--- src/design/depth_pixel_deprojection_macros.svh ---
// Assertion macros for the deprojection top level.
// Each macro expects clk and rst_n in scope.
`ifndef DEPTH_PIXEL_DEPROJECTION_MACROS_SVH
`define DEPTH_PIXEL_DEPROJECTION_MACROS_SVH
`ifndef SYNTH
`define DPD_ASSERT_IMP(label, ante, cons) \
  label: assert property (@(posedge clk) disable iff (!rst_n) (ante) |-> (cons)) \
    else $error("dpd: same-cycle check failed");
`define DPD_ASSERT_NXT(label, ante, cons) \
  label: assert property (@(posedge clk) disable iff (!rst_n) (ante) |=> (cons)) \
    else $error("dpd: next-cycle check failed");
`else
`define DPD_ASSERT_IMP(label, ante, cons)
`define DPD_ASSERT_NXT(label, ante, cons)
`endif
`endif

--- src/design/dpd_pkg.sv ---
package dpd_pkg;

  // pipeline layout: norm 0..4, distortion 5..17, depth scaling 18..21
  localparam int STAGES     = 22;
  localparam int NORM_LO    = 0;
  localparam int NORM_ST    = 5;
  localparam int DIST_LO    = 5;
  localparam int DIST_ST    = 13;
  localparam int SCALE_LO   = 18;
  localparam int SCALE_ST   = 4;
  localparam int DEPTH_TAPS = STAGES - 1;

  localparam int CFG_IDX_W = 3;
  localparam logic [CFG_IDX_W-1:0] REG_INV_FOCAL  = 3'd0;
  localparam logic [CFG_IDX_W-1:0] REG_PRINCIPAL  = 3'd1;
  localparam logic [CFG_IDX_W-1:0] REG_RADIAL_K12 = 3'd2;
  localparam logic [CFG_IDX_W-1:0] REG_TANGENTIAL = 3'd3;
  localparam logic [CFG_IDX_W-1:0] REG_RADIAL_K3  = 3'd4;

  localparam int XY_W  = 24;
  localparam int Z_W   = 16;
  localparam int OUT_W = 2 * XY_W + Z_W;

  localparam logic signed [31:0] SAT_POS = 32'sh7FFF_FFFF;
  localparam logic signed [35:0] ONE_Q28 = 36'sh0_1000_0000;

  typedef struct packed {
    logic        [31:0] inv_fx;
    logic        [31:0] inv_fy;
    logic        [31:0] cx;
    logic        [31:0] cy;
    logic signed [31:0] k1;
    logic signed [31:0] k2;
    logic signed [31:0] k3;
    logic signed [31:0] p1;
    logic signed [31:0] p2;
  } dpd_cfg_t;

  // full signed 32x32 product
  function automatic logic signed [63:0] mul32(input logic signed [31:0] a,
                                               input logic signed [31:0] b);
    logic signed [63:0] ae;
    logic signed [63:0] be;
    ae = {{32{a[31]}}, a};
    be = {{32{b[31]}}, b};
    return ae * be;
  endfunction

  // round half away from zero, shift right by sh, symmetric 32-bit saturate
  function automatic logic signed [31:0] round_sat(input logic signed [63:0] p,
                                                   input int unsigned sh);
    logic signed [64:0] pe;
    logic signed [64:0] bias;
    logic signed [64:0] q;
    pe   = {p[63], p};
    bias = 65'sd1 <<< (sh - 1);
    if (p[63]) begin
      bias = bias - 65'sd1;
    end
    q = (pe + bias) >>> sh;
    if (q > 65'sd2147483647) begin
      return SAT_POS;
    end else if (q < -65'sd2147483647) begin
      return -SAT_POS;
    end
    return q[31:0];
  endfunction

  function automatic logic signed [31:0] clamp36(input logic signed [35:0] v);
    if (v > 36'sd2147483647) begin
      return SAT_POS;
    end else if (v < -36'sd2147483647) begin
      return -SAT_POS;
    end
    return v[31:0];
  endfunction

  function automatic logic signed [35:0] sx36(input logic signed [31:0] a);
    return {{4{a[31]}}, a};
  endfunction

endpackage

--- src/design/dpd_scale.sv ---
module dpd_scale import dpd_pkg::*; #(
  parameter int DEPTH_BITS = 16
) (
  input  logic                  clk,
  input  logic [SCALE_ST-1:0]   en,
  input  logic signed [31:0]    ux,
  input  logic signed [31:0]    uy,
  input  logic [DEPTH_BITS-1:0] depth_mul,
  input  logic [DEPTH_BITS-1:0] depth_out,
  output logic [OUT_W-1:0]      out_tdata,
  output logic                  point_valid
);

  localparam int PR_W = DEPTH_BITS + 31;
  localparam int RR_W = (DEPTH_BITS + 12 > XY_W) ? DEPTH_BITS + 12 : XY_W;
  localparam int RS_W = RR_W + 20;

  logic signed [31:0] u_in  [2];
  logic [30:0]        mag_r [2];
  logic [PR_W-1:0]    prod_r[2];
  logic [RR_W-1:0]    rr_r  [2];
  logic [XY_W-1:0]    xy_q  [2];
  logic [1:0]         neg1_r;
  logic [1:0]         neg2_r;
  logic [1:0]         neg3_r;

  logic [OUT_W-1:0]   out_tdata_r;
  logic               point_valid_r;
  logic               depth_zero;

  assign u_in[0] = ux;
  assign u_in[1] = uy;

  for (genvar l = 0; l < 2; l++) begin : g_lane
    logic [RS_W-1:0] rs;
    logic            sat;
    logic [XY_W-1:0] m24;

    always_ff @(posedge clk) begin
      if (en[0]) begin
        mag_r[l]  <= u_in[l][31] ? 31'(-u_in[l]) : u_in[l][30:0];
        neg1_r[l] <= u_in[l][31];
      end
    end

    always_ff @(posedge clk) begin
      if (en[1]) begin
        prod_r[l] <= PR_W'(depth_mul) * PR_W'(mag_r[l]);
        neg2_r[l] <= neg1_r[l];
      end
    end

    // Q4.28 times depth down to 8 fraction bits
    assign rs = RS_W'(prod_r[l]) + (RS_W'(1) << 19);

    always_ff @(posedge clk) begin
      if (en[2]) begin
        rr_r[l]   <= rs[RS_W-1:20];
        neg3_r[l] <= neg2_r[l];
      end
    end

    // negative side saturates one step further, to the most negative code
    always_comb begin
      sat = rr_r[l] > RR_W'(23'h7F_FFFF);
      if (sat) begin
        m24 = neg3_r[l] ? 24'h80_0000 : 24'h7F_FFFF;
      end else begin
        m24 = rr_r[l][XY_W-1:0];
      end
      xy_q[l] = neg3_r[l] ? -m24 : m24;
    end
  end

  assign depth_zero = (depth_out == '0);

  always_ff @(posedge clk) begin
    if (en[3]) begin
      out_tdata_r   <= depth_zero ? '0 : {Z_W'(depth_out), xy_q[1], xy_q[0]};
      point_valid_r <= !depth_zero;
    end
  end

  assign out_tdata   = out_tdata_r;
  assign point_valid = point_valid_r;

endmodule

--- config.mk ---
export PLATFORM = sky130hd
export DESIGN_NAME = dpd_scale
export DESIGN_NICKNAME = d
export VERILOG_FILES = /design/src/design/depth_pixel_deprojection_macros.svh /design/src/design/dpd_pkg.sv /design/src/design/dpd_scale.sv
export SDC_FILE = /design/constraint.sdc
export NUM_CORES = 2
export LEC_CHECK = 0
export ABC_AREA = 1
export BUFFER_PORTS_ARGS = -buffer_cell sky130_fd_sc_hd__buf_4
export CORE_AREA = 2 2 320 322
export DETAILED_ROUTE_END_ITERATION = 6
export DIE_AREA = 0 0 322 324
export PLACE_DENSITY = 0.65
export REMOVE_ABC_BUFFERS = 1
export SETUP_SLACK_MARGIN = 0.02
export SYNTH_ARGS = -nofsm -noshare
export SYNTH_HDL_FRONTEND = slang
export SYNTH_SLANG_ARGS = --single-unit
export TNS_END_PERCENT = 20
--- constraint.sdc ---
create_clock -name clk -period 6 [get_ports clk]
set_input_delay 0.3 -clock clk [delete_from_list [all_inputs] [get_ports clk]]
set_output_delay 0.3 -clock clk [all_outputs]
set_load 0.005 [all_outputs]
==> flow_summary.toml <==
[outcome]
run_status = "finished clean"

[floorplanning]
fp.dieArea_mm2 = 0.104
initial_utilization_pct = 44.7
die-height_um = 324
ios = 166
fp.dieW_um = 322
fp-row-count = 117
core-area_mm2 = 0.101

[route]
firstDrtPassIters = 5
drc_errors = 0
initialDrtViolationCount = 1984
post_drt_wl_per_cell_um = 16.1
detailroute.wirelength.met2_um = 62400
highest_layer = "met4"
met3_length_um = 5840
routed_wl_um = 119000
antenna_violating_nets_post_route = 0
via_per_inst = 4.96
via_count = 36600
met1_length_um = 45800

[logic_synthesis]
synth_cell_type_count = 50
synth-compound-area-share_pct = 3.99
synth_top_family_by_area = "adder cells"
mappedNetlistArea_mm2 = 0.0452
syn-mean-instance-area_um2 = 7.85
post_synth_and_or_nand_nor_area_fraction_pct = 19.6
yosysTopAreaCellShare_pct = 35.7
synthesized_instance_count = 5759
yosys_register_bits = 245
synthMuxAreaShare_pct = 0
seq_area_frac_synth_pct = 16.3
synth-xor-area-share_pct = 2.54
synth-warning-count = 0
adder_cell_share_of_the_synthesized_area_pct = 42.3
synthDominantAreaCellType = "fa_1"
synthTopCellsByArea = "fa_1 (36%), edfxtp_1 (16%), nand2_1 (13%)"

[sta]
hold_ws_ps = 12.8
pin_slew_with_the_least_headroom_to_its_limit_ps = 905
timing.clock.skew_ps = 10.2
f_max_mhz = 173
min_period_ps = 5780
setup_repair_after_global_routing_missed_its_margin = "true"
relSlewSlack_pct = 39.6
fin_crit_sh_pct = 96.4
timing_hold_violations_final = 0
setup_ws_ps = 215
final-max-slew-violation-count = 0
finalSetupViolations = 0

[setup_path]
worst-setup-path-type = "reg2reg"
worst-endpoint-arrival_ps = 6160
cp_common_cell = "inv_1"
cp_slowest_stage_delay_ps = 520
critical-path-slowest-cell = "fa_1"
cp-end-kind = "flop"
r2r_slack_ps = 220
worst_ep_required_time_ps = 6380
critical_path_peak_fanout = 5
startpoint_type = "flop"

[final_layout]
layout_common_cells = "inv_1 (1,541), nand2_1 (1,540), fa_1 (806), buf_4 (433), nor2_1 (312)"
layout-drive-gt1-share_pct = 10.6
final_common_cell = "inv_1"
antenna-diode-count = 0
nets = 7194
fin_util_pct = 51.1
area.sequential_mm2 = 0.00736
area_of_the_multi_input_gates_mm2 = 0.0312
synthToLayoutAreaGrowth_pct = 14.3
final.fill_count = 9626

[global_routing]
number_of_global_route_vias_before_repair = 39000
grt_antenna_before_repair = 0
grt.total_usage_pct = 23.7
wire_length_of_the_first_global_routing_pass_um = 197000
grt_start_max_net_pins = 66
gr-total-overflow = 0

[place]
routabilityCongestion = 0.942
io_buffers = 165
placement.setup.worst_slack_ps = -212
dp_hpwl_um = 99400

[clocking]
cts_max_level = 1
insertion_delay_ps = 630
clock_sinks = 245
tritoncts = "yes"
max-clock-path-buffers = 3
clk_pin_slew_worst_paths_ps = 60
cts_made_buffers = 30
clock_tree.root_cell = "clkbuf_16"

[run]
max-cap-violations = 0

[worst_hold_path]
min-delay-path-class = "in2reg"
==> cells in the mapped netlist (all sizes together) <==
| master | number |
|---|---|
| o21a | 6 |
| a211oi | 1 |
| o21ai | 120 |
| and2 | 2 |
| inv | 1544 |
| a41oi | 1 |
| nor2 | 358 |
| xnor2 | 47 |
| o31ai | 4 |
| nor3b | 1 |
| nor3 | 64 |
| nand3 | 131 |
| edfxtp | 245 |
| o21bai | 15 |
| nand2 | 1555 |
| o22ai | 2 |
| or2 | 7 |
| a21oi | 141 |
| clkbuf | 258 |
| o211a | 1 |
| nor4 | 12 |
| and3b | 1 |
| nand4 | 47 |
| xor2 | 84 |
| buf | 19 |
| fa | 806 |
| o211ai | 1 |
| and3 | 5 |
| nand3b | 5 |
| ha | 238 |
| a21o | 10 |
| a21boi | 10 |
| a31oi | 17 |
| nor4b | 1 |
==> worst paths after layout <==
path	startpoint	end	cells after the start
max	mag_r[0][51]	prod_r[0][81]	26
min	ux[27]	mag_r[0][27]	3
max reg2reg	mag_r[0][51]	prod_r[0][81]	26
min reg2reg	neg2_r[0]	neg3_r[0]	0
==> registers in the layout, indices dropped and copies added (netlist names) <==
register,flops
out_tdata,64
neg3_r,2
rr_r,56
neg1_r,2
mag_r,62
point_valid,1
prod_r,56
neg2_r,2
==> area by class of cell <==
cell class | instances | share of cell area [%]
Clock buffer | 33 | 1.48
Clock inverter | 21 | 0.354
Inverter | 1544 | 11.2
Multi-Input combinational cell | 3693 | 60.4
Sequential cell | 245 | 14.2
Tap cell | 1309 | 3.17
Timing Repair Buffer | 535 | 9.17
==> through the flow <==
stage                     instance area (um2)  TNS [ps]  std cells
after floorplan                         44100         0       5482
after global placement                  49700     -1130       7250
after detailed placement                49700     -1650       7250
after CTS                               51200         0       7361
after global routing                    51700      -798       7380
final                                   51700         0       7380
==> cell families (layout without fill, tap and decap cells) <==
logic type / after synthesis / in the layout
buffers and inverters: 1821 / 2133
XOR/XNOR: 131 / 131
flip-flops: 245 / 245
AND/OR/NAND/NOR: 2189 / 2189
AO/OA/AOI/OAI: 329 / 329
adder cells (fa/ha/maj): 1044 / 1044
==> per-layer routing <==
layer  vias up  global-route usage [%]
met5         -                       0
met4         0                    8.68
met3       269                    2.60
met2       989                    44.4
met1     18000                    27.8
li1      17300                       -
==> worst max-delay path, delay by kind of cell, from the launching register on <==
kind | cells | cell delay [ps]
AO/OA/AOI/OAI | 1 | 220
buffers and inverters | 9 | 750
flip-flops | 1 | 450
AND/OR/NAND/NOR | 9 | 890
adder cells (fa/ha/maj) | 7 | 3230
==> what timing repair did <==
| item | CTS | global route |
|---|---|---|
| gates resized for setup | 6 | 81 |
| setup endpoints to repair | 9 | 49 |
| pin swaps | 0 | 6 |
| endpoints found under the hold margin | 52 | 0 |
| setup buffers | 5 | 19 |
| hold buffers | 52 | 0 |
Power is left out: the tool's default activity adds up to more than one toggle a clock period on the data nets, which glitch-free logic cannot reach.
