### config.mk
export PLATFORM = sky130hd
export DESIGN_NAME = dpd_cfg
export DESIGN_NICKNAME = d
export VERILOG_FILES = /design/src/design/depth_pixel_deprojection_macros.svh /design/src/design/dpd_pkg.sv /design/src/design/dpd_cfg.sv
export SDC_FILE = /design/constraint.sdc
export NUM_CORES = 1
export LEC_CHECK = 0
export ABC_AREA = 0
export BUFFER_PORTS_ARGS = -buffer_cell sky130_fd_sc_hd__buf_2
export CAP_MARGIN = 20
export CORE_MARGIN = 2
export CORE_UTILIZATION = 45
export CTS_CLUSTER_DIAMETER = 50
export DETAILED_ROUTE_END_ITERATION = 16
export PLACE_DENSITY = 0.73
export SLEW_MARGIN = 20
export SYNTH_ARGS = -nofsm -noshare
export SYNTH_HDL_FRONTEND = slang
export SYNTH_SLANG_ARGS = --single-unit
### constraint.sdc
create_clock -name clk -period 1 [get_ports clk]
set_input_delay 0.2 -clock clk [delete_from_list [all_inputs] [get_ports clk]]
set_output_delay 0.2 -clock clk [all_outputs]
set_load 0.1 [all_outputs]
### src/design/depth_pixel_deprojection_macros.svh
// Assertion macros for the deprojection top level.
// Each macro expects clk and rst_n in scope.
`ifndef DEPTH_PIXEL_DEPROJECTION_MACROS_SVH
`define DEPTH_PIXEL_DEPROJECTION_MACROS_SVH
`ifndef SYNTH
`define DPD_ASSERT_IMP(label, ante, cons) \
  label: assert property (@(posedge clk) disable iff (!rst_n) (ante) |-> (cons)) \
    else $error("dpd: same-cycle check failed");
`define DPD_ASSERT_NXT(label, ante, cons) \
  label: assert property (@(posedge clk) disable iff (!rst_n) (ante) |=> (cons)) \
    else $error("dpd: next-cycle check failed");
`else
`define DPD_ASSERT_IMP(label, ante, cons)
`define DPD_ASSERT_NXT(label, ante, cons)
`endif
`endif

### src/design/dpd_pkg.sv
package dpd_pkg;

  // pipeline layout: norm 0..4, distortion 5..17, depth scaling 18..21
  localparam int STAGES     = 22;
  localparam int NORM_LO    = 0;
  localparam int NORM_ST    = 5;
  localparam int DIST_LO    = 5;
  localparam int DIST_ST    = 13;
  localparam int SCALE_LO   = 18;
  localparam int SCALE_ST   = 4;
  localparam int DEPTH_TAPS = STAGES - 1;

  localparam int CFG_IDX_W = 3;
  localparam logic [CFG_IDX_W-1:0] REG_INV_FOCAL  = 3'd0;
  localparam logic [CFG_IDX_W-1:0] REG_PRINCIPAL  = 3'd1;
  localparam logic [CFG_IDX_W-1:0] REG_RADIAL_K12 = 3'd2;
  localparam logic [CFG_IDX_W-1:0] REG_TANGENTIAL = 3'd3;
  localparam logic [CFG_IDX_W-1:0] REG_RADIAL_K3  = 3'd4;

  localparam int XY_W  = 24;
  localparam int Z_W   = 16;
  localparam int OUT_W = 2 * XY_W + Z_W;

  localparam logic signed [31:0] SAT_POS = 32'sh7FFF_FFFF;
  localparam logic signed [35:0] ONE_Q28 = 36'sh0_1000_0000;

  typedef struct packed {
    logic        [31:0] inv_fx;
    logic        [31:0] inv_fy;
    logic        [31:0] cx;
    logic        [31:0] cy;
    logic signed [31:0] k1;
    logic signed [31:0] k2;
    logic signed [31:0] k3;
    logic signed [31:0] p1;
    logic signed [31:0] p2;
  } dpd_cfg_t;

  // full signed 32x32 product
  function automatic logic signed [63:0] mul32(input logic signed [31:0] a,
                                               input logic signed [31:0] b);
    logic signed [63:0] ae;
    logic signed [63:0] be;
    ae = {{32{a[31]}}, a};
    be = {{32{b[31]}}, b};
    return ae * be;
  endfunction

  // round half away from zero, shift right by sh, symmetric 32-bit saturate
  function automatic logic signed [31:0] round_sat(input logic signed [63:0] p,
                                                   input int unsigned sh);
    logic signed [64:0] pe;
    logic signed [64:0] bias;
    logic signed [64:0] q;
    pe   = {p[63], p};
    bias = 65'sd1 <<< (sh - 1);
    if (p[63]) begin
      bias = bias - 65'sd1;
    end
    q = (pe + bias) >>> sh;
    if (q > 65'sd2147483647) begin
      return SAT_POS;
    end else if (q < -65'sd2147483647) begin
      return -SAT_POS;
    end
    return q[31:0];
  endfunction

  function automatic logic signed [31:0] clamp36(input logic signed [35:0] v);
    if (v > 36'sd2147483647) begin
      return SAT_POS;
    end else if (v < -36'sd2147483647) begin
      return -SAT_POS;
    end
    return v[31:0];
  endfunction

  function automatic logic signed [35:0] sx36(input logic signed [31:0] a);
    return {{4{a[31]}}, a};
  endfunction

endpackage

### src/design/dpd_cfg.sv
module dpd_cfg import dpd_pkg::*; (
  input  logic                 clk,
  input  logic                 rst_n,
  input  logic                 cfg_valid,
  input  logic [CFG_IDX_W-1:0] cfg_index,
  input  logic [63:0]          cfg_data,
  output dpd_cfg_t             cfg
);

  logic [63:0] focal_r;
  logic [63:0] principal_r;
  logic [63:0] radial_r;
  logic [63:0] tangential_r;
  logic [31:0] k3_r;

  always_ff @(posedge clk) begin
    if (!rst_n) begin
      focal_r      <= '0;
      principal_r  <= '0;
      radial_r     <= '0;
      tangential_r <= '0;
      k3_r         <= '0;
    end else if (cfg_valid) begin
      unique case (cfg_index)
        REG_INV_FOCAL:  focal_r      <= cfg_data;
        REG_PRINCIPAL:  principal_r  <= cfg_data;
        REG_RADIAL_K12: radial_r     <= cfg_data;
        REG_TANGENTIAL: tangential_r <= cfg_data;
        REG_RADIAL_K3:  k3_r         <= cfg_data[31:0];
        default: begin
          // unmapped index, write dropped
        end
      endcase
    end
  end

  assign cfg = '{
    inv_fx: focal_r[63:32],
    inv_fy: focal_r[31:0],
    cx:     principal_r[63:32],
    cy:     principal_r[31:0],
    k1:     $signed(radial_r[63:32]),
    k2:     $signed(radial_r[31:0]),
    k3:     $signed(k3_r),
    p1:     $signed(tangential_r[63:32]),
    p2:     $signed(tangential_r[31:0])
  };

endmodule

==> flow_metrics.py, run 1 <==
metrics = {
    "sta": {
        "period_needed_ns": 1.28,
        "tightest_slew_ns": 0.369,
        "hold_slack_ns": 0.0397,
        "layout_setup_ws_ns": -0.279,
        "fmax_mhz": 782,
        "rsz0062_at_grt": "yes",
        "slew_headroom_pct": 74.7,
        "hold_viol_final": 0,
        "setup_viol": 288,
        "slew_violations": 0,
        "post-route-period-util_pct": 128,
        "setup_tns_ns": -66.52,
        "skew_ns": 0,
    },
    "place": {
        "dp_slack_ns": -0.437,
        "dpl-instance-area_um2": 17800,
        "io_buffers": 357,
        "dpl.hpwl_mm": 24.8,
        "dp_cells": 1676,
        "gp_congestion": 0.814,
    },
    "detailed_routing": {
        "detail_route.vias_per_cell": 5.28,
        "wl_per_cell_um": 23.0,
        "postRouteAntennaNets": 0,
        "drt_wl_total_mm": 43.0,
        "num_vias": 9880,
        "drcViolationCount": 0,
        "drtIter0Drc": 597,
        "first_pass_iters": 5,
    },
    "global_route": {
        "grt_first_pass_wirelength_mm": 57.8,
        "grt_remaining_overflow": 0,
        "gr-usage-all-layers_pct": 30.4,
        "antenna_found_initial": 0,
        "grt_max_degree": 38,
        "grt_pass1_vias": 10164,
    },
    "critical_path": {
        "cp_data_required_time_ns": 0.80,
        "critical_path.max_stage_delay_ns": 0.38,
        "path_buf_inv": 1,
        "crit_path_max_fanout": 2,
        "start_kind": "flip-flop",
        "worstPathCellList": "buf_12",
        "critical_path_class": "reg -> out",
        "worstPathArrival_ns": 1.08,
        "cp-end-kind": "primary output",
        "crit_family": "flip-flops",
        "cpMaxStageDelayCell": "dfxtp_4",
    },
    "cts": {
        "clock_sinks": 288,
        "clockBufferDepth": 3,
        "cts_hold_buffers": 0,
        "insertion_delay_ns": 0.51,
        "h-tree-depth": 2,
        "clk_pin_slew_worst_paths_ns": 0.07,
        "cts_tree": "done",
        "ctsRootBufferMaster": "clkbuf_16",
        "cts_buffers": 34,
    },
    "yosys": {
        "synthMuxAreaShare_pct": 27.2,
        "synth_cells": 1004,
        "ys_ff_latch": 288,
        "synth_simple_gate_area_share_pct": 13.1,
        "synthAdderAreaFrac_pct": 0,
        "synth_top_family_by_area": "multiplexers",
        "synth_compound_area_share_pct": 0,
        "synth_cell_types": 11,
        "seq_area_frac_synth_pct": 54.4,
        "syn_nets": 1074,
        "ys_warn_count": 0,
        "syn_avg_cell_area_um2": 10.6,
        "synth_xor_area_share_pct": 0,
        "synth_area_um2": 10600,
    },
    "power_and_ir_drop": {
        "irDropWorstVdd_v": 0.00155,
        "total_power_mw": 29.2,
        "leakagePower_nw": 9.49,
        "p_int_mw": 20.9,
        "power-per-cell-area_nw_per_um2": 1460,
        "swShare_pct": 28.4,
        "p_comb_share_pct": 15.7,
        "power.switching_mw": 8.30,
        "seq_power_share_pct": 41.1,
        "clkPwrFrac_pct": 43.1,
    },
    "layout": {
        "fin_nets": 1597,
        "fin_area_um2": 20000,
        "drive_gt1_share_pct": 58.3,
        "utilization_pct": 85.5,
        "areaGrowthSynthToFinish_pct": 88.2,
        "n_fill_cell": 949,
        "stdcell_count": 1870,
    },
    "floorplan": {
        "fp.dieW_um": 157,
        "start_util_pct": 45.4,
        "die-area_um2": 24800,
        "io_pins": 358,
        "die_y_um": 157,
        "core_area_um2": 23300,
        "rows": 56,
    },
    "status": {
        "status": "complete, but fails checks",
        "failed_checks": "setup timing",
    },
    "min_path": {
        "hp-class": "in -> reg",
    },
    "flow_run": {
        "maxCapViolations": 0,
    },
}
==> cell usage in the layout (no fill, tap or decap) <==
master     netlist  final
clkinv_4         0      1
nor4b_4          1      1
clkbuf_16        0     37
buf_8            0      1
nand4b_1         1      1
inv_8            0      1
inv_6            0      1
buf_4            9    178
diode_2          0      1
dfxtp_2          0    264
clkbuf_8         0      7
buf_12           7    311
nand2_1        352    352
dfxtp_4          0     24
bufinv_16        0      1
mux2i_2          0      1
clkbuf_1        24      6
mux2i_1        288    287
nand4bb_4        0      3
clkinv_2         0      5
buf_2           13     68
==> flip-flops by register name, summed over array words and instances (netlist names) <==
register / count
k3_r: 32
tangential_r: 64
principal_r: 64
radial_r: 64
focal_r: 64
==> kinds of logic after synthesis <==
kind of cell | Yosys count
AND/OR/NAND/NOR | 357
buffers and inverters | 71
multiplexers | 288
flip-flops | 288
==> final timing paths <==
kind / start / to / depth (start not counted) / slack, ns
hold reg to reg: focal_r[16] / focal_r[16] / 2 / 0.48
hold / removal: cfg_data[38] / radial_r[38] / 3 / 0.04
setup / recovery: tangential_r[0] / cfg[0] / 1 / -0.28
setup reg to reg: focal_r[32] / focal_r[32] / 4 / 0.07
==> cells in the mapped netlist, drive strengths merged <==
library cell	instances	area share [%]
buf	47	4.5
nor4b	1	0.22
mux2i	288	27
nand2	352	12
nand4bb	3	0.32
nand4b	1	0.083
clkbuf	24	0.85
dfxtp	288	54
==> layer usage <==
metal	global-route usage, %	share of wire [%]	vias up	wire length, µm
li1	-	-	4353	-
met1	31.4	34	4828	14500
met2	54.8	53	543	22800
met3	8.89	8.0	156	3430
met4	17.3	5.2	0	2230
met5	0	0	-	0
==> cell type report <==
cell class              count  area (µm²)  share of cell area (%)
multi-input cells         645        4320                    21.7
clock inverters             9        83.8                   0.420
diodes                      1        2.50                  0.0125
clock buffers              50        1040                    5.24
well taps                 319         399                    2.00
repair buffers            558        7920                    39.7
flip-flops and latches    288        6190                    31.0
==> what timing repair did <==
action | 4_1_cts | 5_1_grt
endpoints found under the setup margin | 289 | 288
buffers inserted | 65 | 69
gates resized for setup | 11 | 14
==> power groups by stage <==
| stage | Sequential (mW) | Combinational [mW] | Clock [mW] |
|---|---|---|---|
| final | 12.0 | 4.60 | 12.6 |
| after global routing | 12.0 | 4.71 | 13.1 |
| after CTS | 12.0 | 4.45 | 12.5 |
| after detailed placement | 12.3 | 4.32 | 0 |
| after global placement | 12.3 | 4.26 | 0 |
| after floorplan | 14.0 | 0.840 | 0 |
Note: power is estimated with default switching activity, not from simulation.
==> run 2: changes to the inputs <==
--- a/config.mk
+++ b/config.mk
@@ -6,13 +6,13 @@
 export NUM_CORES = 1
 export LEC_CHECK = 0
 export ABC_AREA = 0
-export BUFFER_PORTS_ARGS = -buffer_cell sky130_fd_sc_hd__buf_2
 export CAP_MARGIN = 20
 export CORE_MARGIN = 2
-export CORE_UTILIZATION = 45
+export CORE_UTILIZATION = 56
 export CTS_CLUSTER_DIAMETER = 50
 export DETAILED_ROUTE_END_ITERATION = 16
-export PLACE_DENSITY = 0.73
+export DONT_BUFFER_PORTS = 1
+export PLACE_DENSITY = 0.71
 export SLEW_MARGIN = 20
 export SYNTH_ARGS = -nofsm -noshare
 export SYNTH_HDL_FRONTEND = slang
==> flow_metrics.py, run 2 <==
metrics = {
    "status": {
        "status": "aborted with a tool error",
        "lastStage": "4_1_cts",
        "error_line": "[ERROR DPL-0038] Utilization greater than 100%, impossible to legalize",
    },
    "floorplan": {
        "start_util_pct": 56.9,
        "rows": 50,
        "fp.dieW_um": 142,
        "io_pins": 358,
        "die_y_um": 142,
    },
    "place": {
        "dpl-instance-area_um2": 16800,
        "dpl.hpwl_mm": 25.6,
        "io_buffers": 0,
        "gp_congestion": 0.777,
        "dp_cells": 1474,
    },
    "yosys": {
        "ys_ff_latch": 288,
        "syn_avg_cell_area_um2": 10.6,
        "synthTopCellsByArea": "dfxtp_1 54%, mux2i_1 27%, nand2_1 12%, buf_6 1.9%, buf_12 1.3%",
        "syn_nets": 1074,
        "synth_cells": 1004,
        "synth_edf_count": 0,
        "synth_top_flop_cell": "dfxtp_1",
        "seq_area_frac_synth_pct": 54.4,
        "synth_cell_types": 11,
        "async_flop_share_pct": 0,
        "synth_area_um2": 10600,
        "synth_area_leader_cell": "dfxtp_1",
        "synth_common_cells": "352 x nand2_1, 288 x dfxtp_1, 288 x mux2i_1",
        "yosysMostFrequentCell": "nand2_1",
        "synth_top_area_share_pct": 54.4,
        "ys_warn_count": 0,
    },
    "cts": {
        "ctsRootBufferMaster": "clkbuf_16",
        "cts_buffers": 29,
        "clockBufferDepth": 3,
        "h-tree-depth": 1,
        "clock_sinks": 288,
        "post_cts_buffers": 140,
        "cts_resized": 38,
    },
}
==> run 2: cell counts after synthesis <==
Identical to the previous run, type by type.
==> run 2: logic make-up after synthesis <==
group                  Yosys count  share of synthesized area [%]
buffers and inverters           71                           5.33
and+or+nand+nor                357                           13.1
DFF                            288                           54.4
muxes                          288                           27.2
==> run 2: stage by stage <==
stage	setup WS (ns)	setup TNS (ns)	hold WS (ns)	util (%)
after floorplan	-0.0687	-4.12	0.396	-
after global placement	-0.157	-15.45	0.360	90.2
after detailed placement	-0.233	-23.27	0.375	90.2
==> run 3: changes to the inputs <==
--- a/config.mk
+++ b/config.mk
@@ -8,11 +8,10 @@
 export ABC_AREA = 0
 export CAP_MARGIN = 20
 export CORE_MARGIN = 2
-export CORE_UTILIZATION = 56
-export CTS_CLUSTER_DIAMETER = 50
+export CORE_UTILIZATION = 40
 export DETAILED_ROUTE_END_ITERATION = 16
 export DONT_BUFFER_PORTS = 1
-export PLACE_DENSITY = 0.71
+export PLACE_DENSITY_LB_ADDON = 0.15
 export SLEW_MARGIN = 20
 export SYNTH_ARGS = -nofsm -noshare
 export SYNTH_HDL_FRONTEND = slang
==> constraint.sdc (replaced) <==
create_clock -name clk -period 1.3 [get_ports clk]
set_input_delay 0.26 -clock clk [delete_from_list [all_inputs] [get_ports clk]]
set_output_delay 0.26 -clock clk [all_outputs]
set_load 0.1 [all_outputs]
==> flow_metrics.py, run 3 (synthesized netlist as in run 1, its figures left out) <==
metrics = {
    "critical_path": {
        "cp-startpoint": "principal_r[22]",
        "critical_path_class": "reg -> out",
        "crit_family": "flip-flops",
        "critical_path.max_stage_delay_ns": 0.37,
        "r2r_slack_ns": 0.01,
        "cp_data_required_time_ns": 1.04,
        "worstPathCellList": "buf_12",
        "r2r-end": "tangential_r[27]",
        "crit_end": "cfg[182]",
        "cp-end-kind": "primary output",
        "worstPathArrival_ns": 1.09,
        "start_kind": "flip-flop",
        "cp.depth": 1,
        "cpMaxStageDelayCell": "dfxtp_4",
        "rr_worst_depth": 4,
        "r2r-start": "tangential_r[27]",
        "crit_path_max_fanout": 2,
        "path_buf_inv": 1,
    },
    "detailed_routing": {
        "num_vias": 8765,
        "first_pass_iters": 4,
        "detail_route.vias_per_cell": 4.91,
        "drcViolationCount": 0,
        "drtIter0Drc": 470,
        "wl_per_cell_um": 19.8,
        "drt_wl_total_mm": 35.3,
        "postRouteAntennaNets": 0,
    },
    "floorplan": {
        "rows": 59,
        "die-area_um2": 27800,
        "fp.dieW_um": 167,
        "die_y_um": 167,
        "core_area_um2": 26100,
        "io_pins": 358,
        "start_util_pct": 40.7,
    },
    "global_route": {
        "grt_remaining_overflow": 0,
        "gr-usage-all-layers_pct": 24.5,
        "antenna_found_initial": 0,
        "grt_max_degree": 353,
        "grt_first_pass_wirelength_mm": 54.5,
        "grt_pass1_vias": 9527,
    },
    "layout": {
        "fin_area_um2": 19500,
        "layout_common_cells": "352 x nand2_1, 301 x buf_12, 288 x mux2i_1",
        "areaGrowthSynthToFinish_pct": 84.4,
        "drive_gt1_share_pct": 45.6,
        "diodes": 0,
        "layout_commonest_cell": "nand2_1",
        "n_fill_cell": 1530,
        "stdcell_count": 1784,
        "fin_nets": 1497,
    },
    "cts": {
        "clockBufferDepth": 3,
        "clk_pin_slew_worst_paths_ns": 0.06,
        "insertion_delay_ns": 0.55,
        "ctsRootBufferMaster": "clkbuf_16",
        "cts_tree": "done",
        "cts_buffers": 31,
        "h-tree-depth": 1,
        "clock_sinks": 288,
    },
    "power_and_ir_drop": {
        "irDropWorstVdd_v": 0.00107,
        "leakagePower_nw": 8.58,
        "power-per-cell-area_nw_per_um2": 1090,
        "total_power_mw": 21.4,
    },
    "place": {
        "dpl-instance-area_um2": 13100,
        "dpl.hpwl_mm": 18.8,
        "dp_slack_ns": 0.0216,
        "dp_cells": 1571,
        "gp_congestion": 0.743,
        "io_buffers": 0,
    },
    "sta": {
        "layout_setup_ws_ns": -0.0529,
        "setup_viol": 288,
        "period_needed_ns": 1.35,
        "tightest_slew_ns": 0.790,
        "skew_ns": 0,
        "slew_violations": 0,
        "fmax_mhz": 739,
        "rsz0062_at_grt": "yes",
        "setup_tns_ns": -6.72,
        "post-route-period-util_pct": 104,
        "hold_viol_final": 15,
        "slew_headroom_pct": 47.3,
        "hold_slack_ns": -0.115,
    },
    "status": {
        "failed_checks": "hold timing, setup timing",
        "status": "complete, but fails checks",
    },
    "flow_run": {
        "maxCapViolations": 0,
    },
    "min_path": {
        "hp-class": "in -> reg",
    },
}
[run 3: worst min-delay path by stage]
| stage | slack, ns | cells after the start | endpoint | from |
|---|---|---|---|---|
| 2_1_floorplan | 0.46 | 2 | principal_r[32] | cfg_data[32] |
| 3_3_place_gp | 0.43 | 2 | radial_r[46] | rst_n |
| 3_5_place_dp | 0.44 | 2 | focal_r[46] | rst_n |
| 4_1_cts | -0.14 | 2 | radial_r[44] | rst_n |
| 5_1_grt | -0.14 | 2 | radial_r[44] | rst_n |
| 6_report | -0.12 | 2 | focal_r[46] | rst_n |
[run 3: area by class of cell]
cell class                      count  area [µm²]  area share (%)
Clock buffer                       45         918            4.70
Clock inverter                     10         133           0.678
Multi-Input combinational cell    645        4320            22.1
Sequential cell                   288        6150            31.5
Tap cell                          335         419            2.14
Timing Repair Buffer              461        7610            38.9
[run 3: repair_timing]
item,CTS,global route
pin swaps,0,0
hold endpoints to repair,288,81
hold buffers,132,17
gates resized for setup,1119,20
setup endpoints to repair,288,295
setup buffers,4,12
[run 3: where the power goes]
part,internal [mW],switching [mW],total [mW]
clock network,5.45,3.58,9.03
registers,9.04,0.179,9.22
logic,1.13,1.99,3.12
[run 3: layer usage]
layer  GRT usage (%)  part of all wire [%]
met2            45.3                    53
met5               0                     0
met1            26.8                    37
met3            6.75                   6.7
met4            8.85                   3.3
[run 3: per-stage QoR]
step | utilization, % | hold slack [ns]
after global routing | 75.0 | -0.139
after CTS | 74.1 | -0.138
after detailed placement | 50.2 | 0.444
after global placement | 50.2 | 0.434
final | 75.0 | -0.115
after floorplan | - | 0.464
==> run 4: changes to the inputs <==
--- a/config.mk
+++ b/config.mk
@@ -11,7 +11,7 @@
 export CORE_UTILIZATION = 40
 export DETAILED_ROUTE_END_ITERATION = 16
 export DONT_BUFFER_PORTS = 1
-export PLACE_DENSITY_LB_ADDON = 0.15
+export PLACE_DENSITY = 0.62
 export SLEW_MARGIN = 20
 export SYNTH_ARGS = -nofsm -noshare
 export SYNTH_HDL_FRONTEND = slang
==> flow_metrics.py, run 4 (synthesized netlist as in run 1, its figures left out) <==
metrics = {
    "critical_path": {
        "critical_path.max_stage_delay_ns": 0.37,
        "rr_worst_depth": 3,
        "path_buf_inv": 1,
        "cp.depth": 1,
        "r2r-end": "radial_r[62]",
        "crit_family": "flip-flops",
        "cp-startpoint": "tangential_r[23]",
        "crit_path_max_fanout": 2,
        "r2r-start": "radial_r[62]",
        "critical_path_class": "reg -> out",
        "r2r_slack_ns": -0.03,
        "cpMaxStageDelayCell": "dfxtp_2",
        "cp-end-kind": "primary output",
        "worstPathCellList": "buf_12",
        "start_kind": "flip-flop",
        "worstPathArrival_ns": 1.10,
        "cp_data_required_time_ns": 1.04,
    },
    "sta": {
        "fmax_mhz": 734,
        "setup_viol": 292,
        "skew_ns": 0,
        "period_needed_ns": 1.36,
        "hold_viol_final": 54,
        "layout_setup_ws_ns": -0.0625,
        "slew_headroom_pct": 50.9,
        "rsz0062_at_grt": "yes",
        "hold_slack_ns": -0.0733,
        "tightest_slew_ns": 0.737,
        "slew_violations": 0,
        "post-route-period-util_pct": 105,
    },
    "min_path": {
        "hold_end": "radial_r[46]",
        "whs_path_depth": 2,
        "min_from": "rst_n",
        "hp-class": "in -> reg",
    },
    "floorplan": {
        "die_y_um": 167,
        "rows": 59,
        "die-area_um2": 27800,
        "core_area_um2": 26100,
        "fp.dieW_um": 167,
        "io_pins": 358,
        "start_util_pct": 40.7,
    },
    "global_route": {
        "grt.busiest_layer": "met2",
        "grt_remaining_overflow": 0,
        "grt_pass1_vias": 10367,
        "met2_usage_pct": 53.3,
        "antenna_found_initial": 0,
        "gr-usage-all-layers_pct": 27.6,
        "use_met3_pct": 6.75,
        "grt_first_pass_wirelength_mm": 60.7,
        "grt_max_degree": 353,
        "met1_usage_pct": 28.1,
    },
    "layout": {
        "diodes": 0,
        "layout_commonest_cell": "nand2_1",
        "fin_area_um2": 19600,
        "areaGrowthSynthToFinish_pct": 84.5,
        "n_fill_cell": 1427,
        "fin_nets": 1503,
        "seq_area_um2": 6190,
        "layout_common_cells": "352 x nand2_1, 298 x buf_12, 286 x mux2i_1",
        "multi_input_area_um2": 4330,
        "drive_gt1_share_pct": 46.4,
        "utilization_pct": 75.0,
    },
    "status": {
        "status": "complete, but fails checks",
        "failed_checks": "hold timing, setup timing",
    },
    "cts": {
        "ctsRootBufferMaster": "clkbuf_16",
        "clk_pin_slew_worst_paths_ns": 0.07,
        "cts_buffers": 30,
        "clockBufferDepth": 3,
        "h-tree-depth": 1,
        "clock_sinks": 288,
        "cts_tree": "done",
        "insertion_delay_ns": 0.54,
    },
    "power_and_ir_drop": {
        "power-per-cell-area_nw_per_um2": 1080,
        "leakagePower_nw": 8.58,
        "irDropWorstVdd_v": 0.00119,
    },
    "detailed_routing": {
        "drcViolationCount": 0,
        "drt_wl_total_mm": 39.2,
        "postRouteAntennaNets": 0,
        "wl_per_cell_um": 21.9,
        "drtIter0Drc": 516,
        "detail_route.vias_per_cell": 5.06,
        "first_pass_iters": 5,
        "num_vias": 9062,
    },
    "place": {
        "io_buffers": 0,
        "dpl.hpwl_mm": 18.6,
        "gp_congestion": 0.776,
        "dpl-instance-area_um2": 13000,
    },
    "flow_run": {
        "maxCapViolations": 0,
    },
}
[run 4: how the worst max path moves through the flow]
stage / slack, ns / to
2_1_floorplan: 0.07 / k3_r[0]
3_3_place_gp: 0.04 / focal_r[19]
3_5_place_dp: 0.001 / focal_r[25]
4_1_cts: -0.08 / cfg[250]
5_1_grt: -0.09 / cfg[254]
6_report: -0.06 / cfg[23]
[run 4: repair_timing]
item                       4_1_cts  5_1_grt
setup buffers                   10       17
hold endpoints to repair       288      103
setup endpoints to repair      288      315
hold buffers                   160        3
gates resized for setup       1141       38
[run 4: layer usage]
| metal | vias up | wire [µm] |
|---|---|---|
| li1 | 4175 | - |
| met1 | 4431 | 13800 |
| met2 | 348 | 21300 |
| met3 | 108 | 2440 |
| met4 | 0 | 1680 |
| met5 | - | 0 |
[run 4: stage by stage]
stage          worst slack [ns]  hold slack, ns  power, mW  instances  TNS [ns]
3_5_place_dp            0.00110           0.441       11.7       1571         0
4_1_cts                 -0.0823          -0.145       21.0       1796    -13.38
3_3_place_gp             0.0359           0.436       11.7       1571         0
2_1_floorplan            0.0695           0.464       11.4       1004         0
5_1_grt                 -0.0912          -0.109       21.6       1791    -18.38
6_report                -0.0625         -0.0733       21.1       1791     -8.04
[run 4: area by class of cell]
| cell class | instances | share of cell area [%] |
|---|---|---|
| Sequential cell | 288 | 31.7 |
| Clock buffer | 44 | 4.68 |
| Timing Repair Buffer | 468 | 38.9 |
| Multi-Input combinational cell | 645 | 22.1 |
| Clock inverter | 11 | 0.454 |
| Tap cell | 335 | 2.14 |
[run 4: worst register-to-register path, cell delays in order, from the launching register on]
cell and delay [ns]:
dfxtp_2 0.36, nand2_1 0.05, dlygate4sd3_1 0.60, mux2i_1 0.22
[run 4: power by group]
group	total, mW	internal, mW	switching [mW]
sequential	9.21	9.01	0.193
combinational	3.13	1.12	2.01
clock	8.73	5.06	3.67
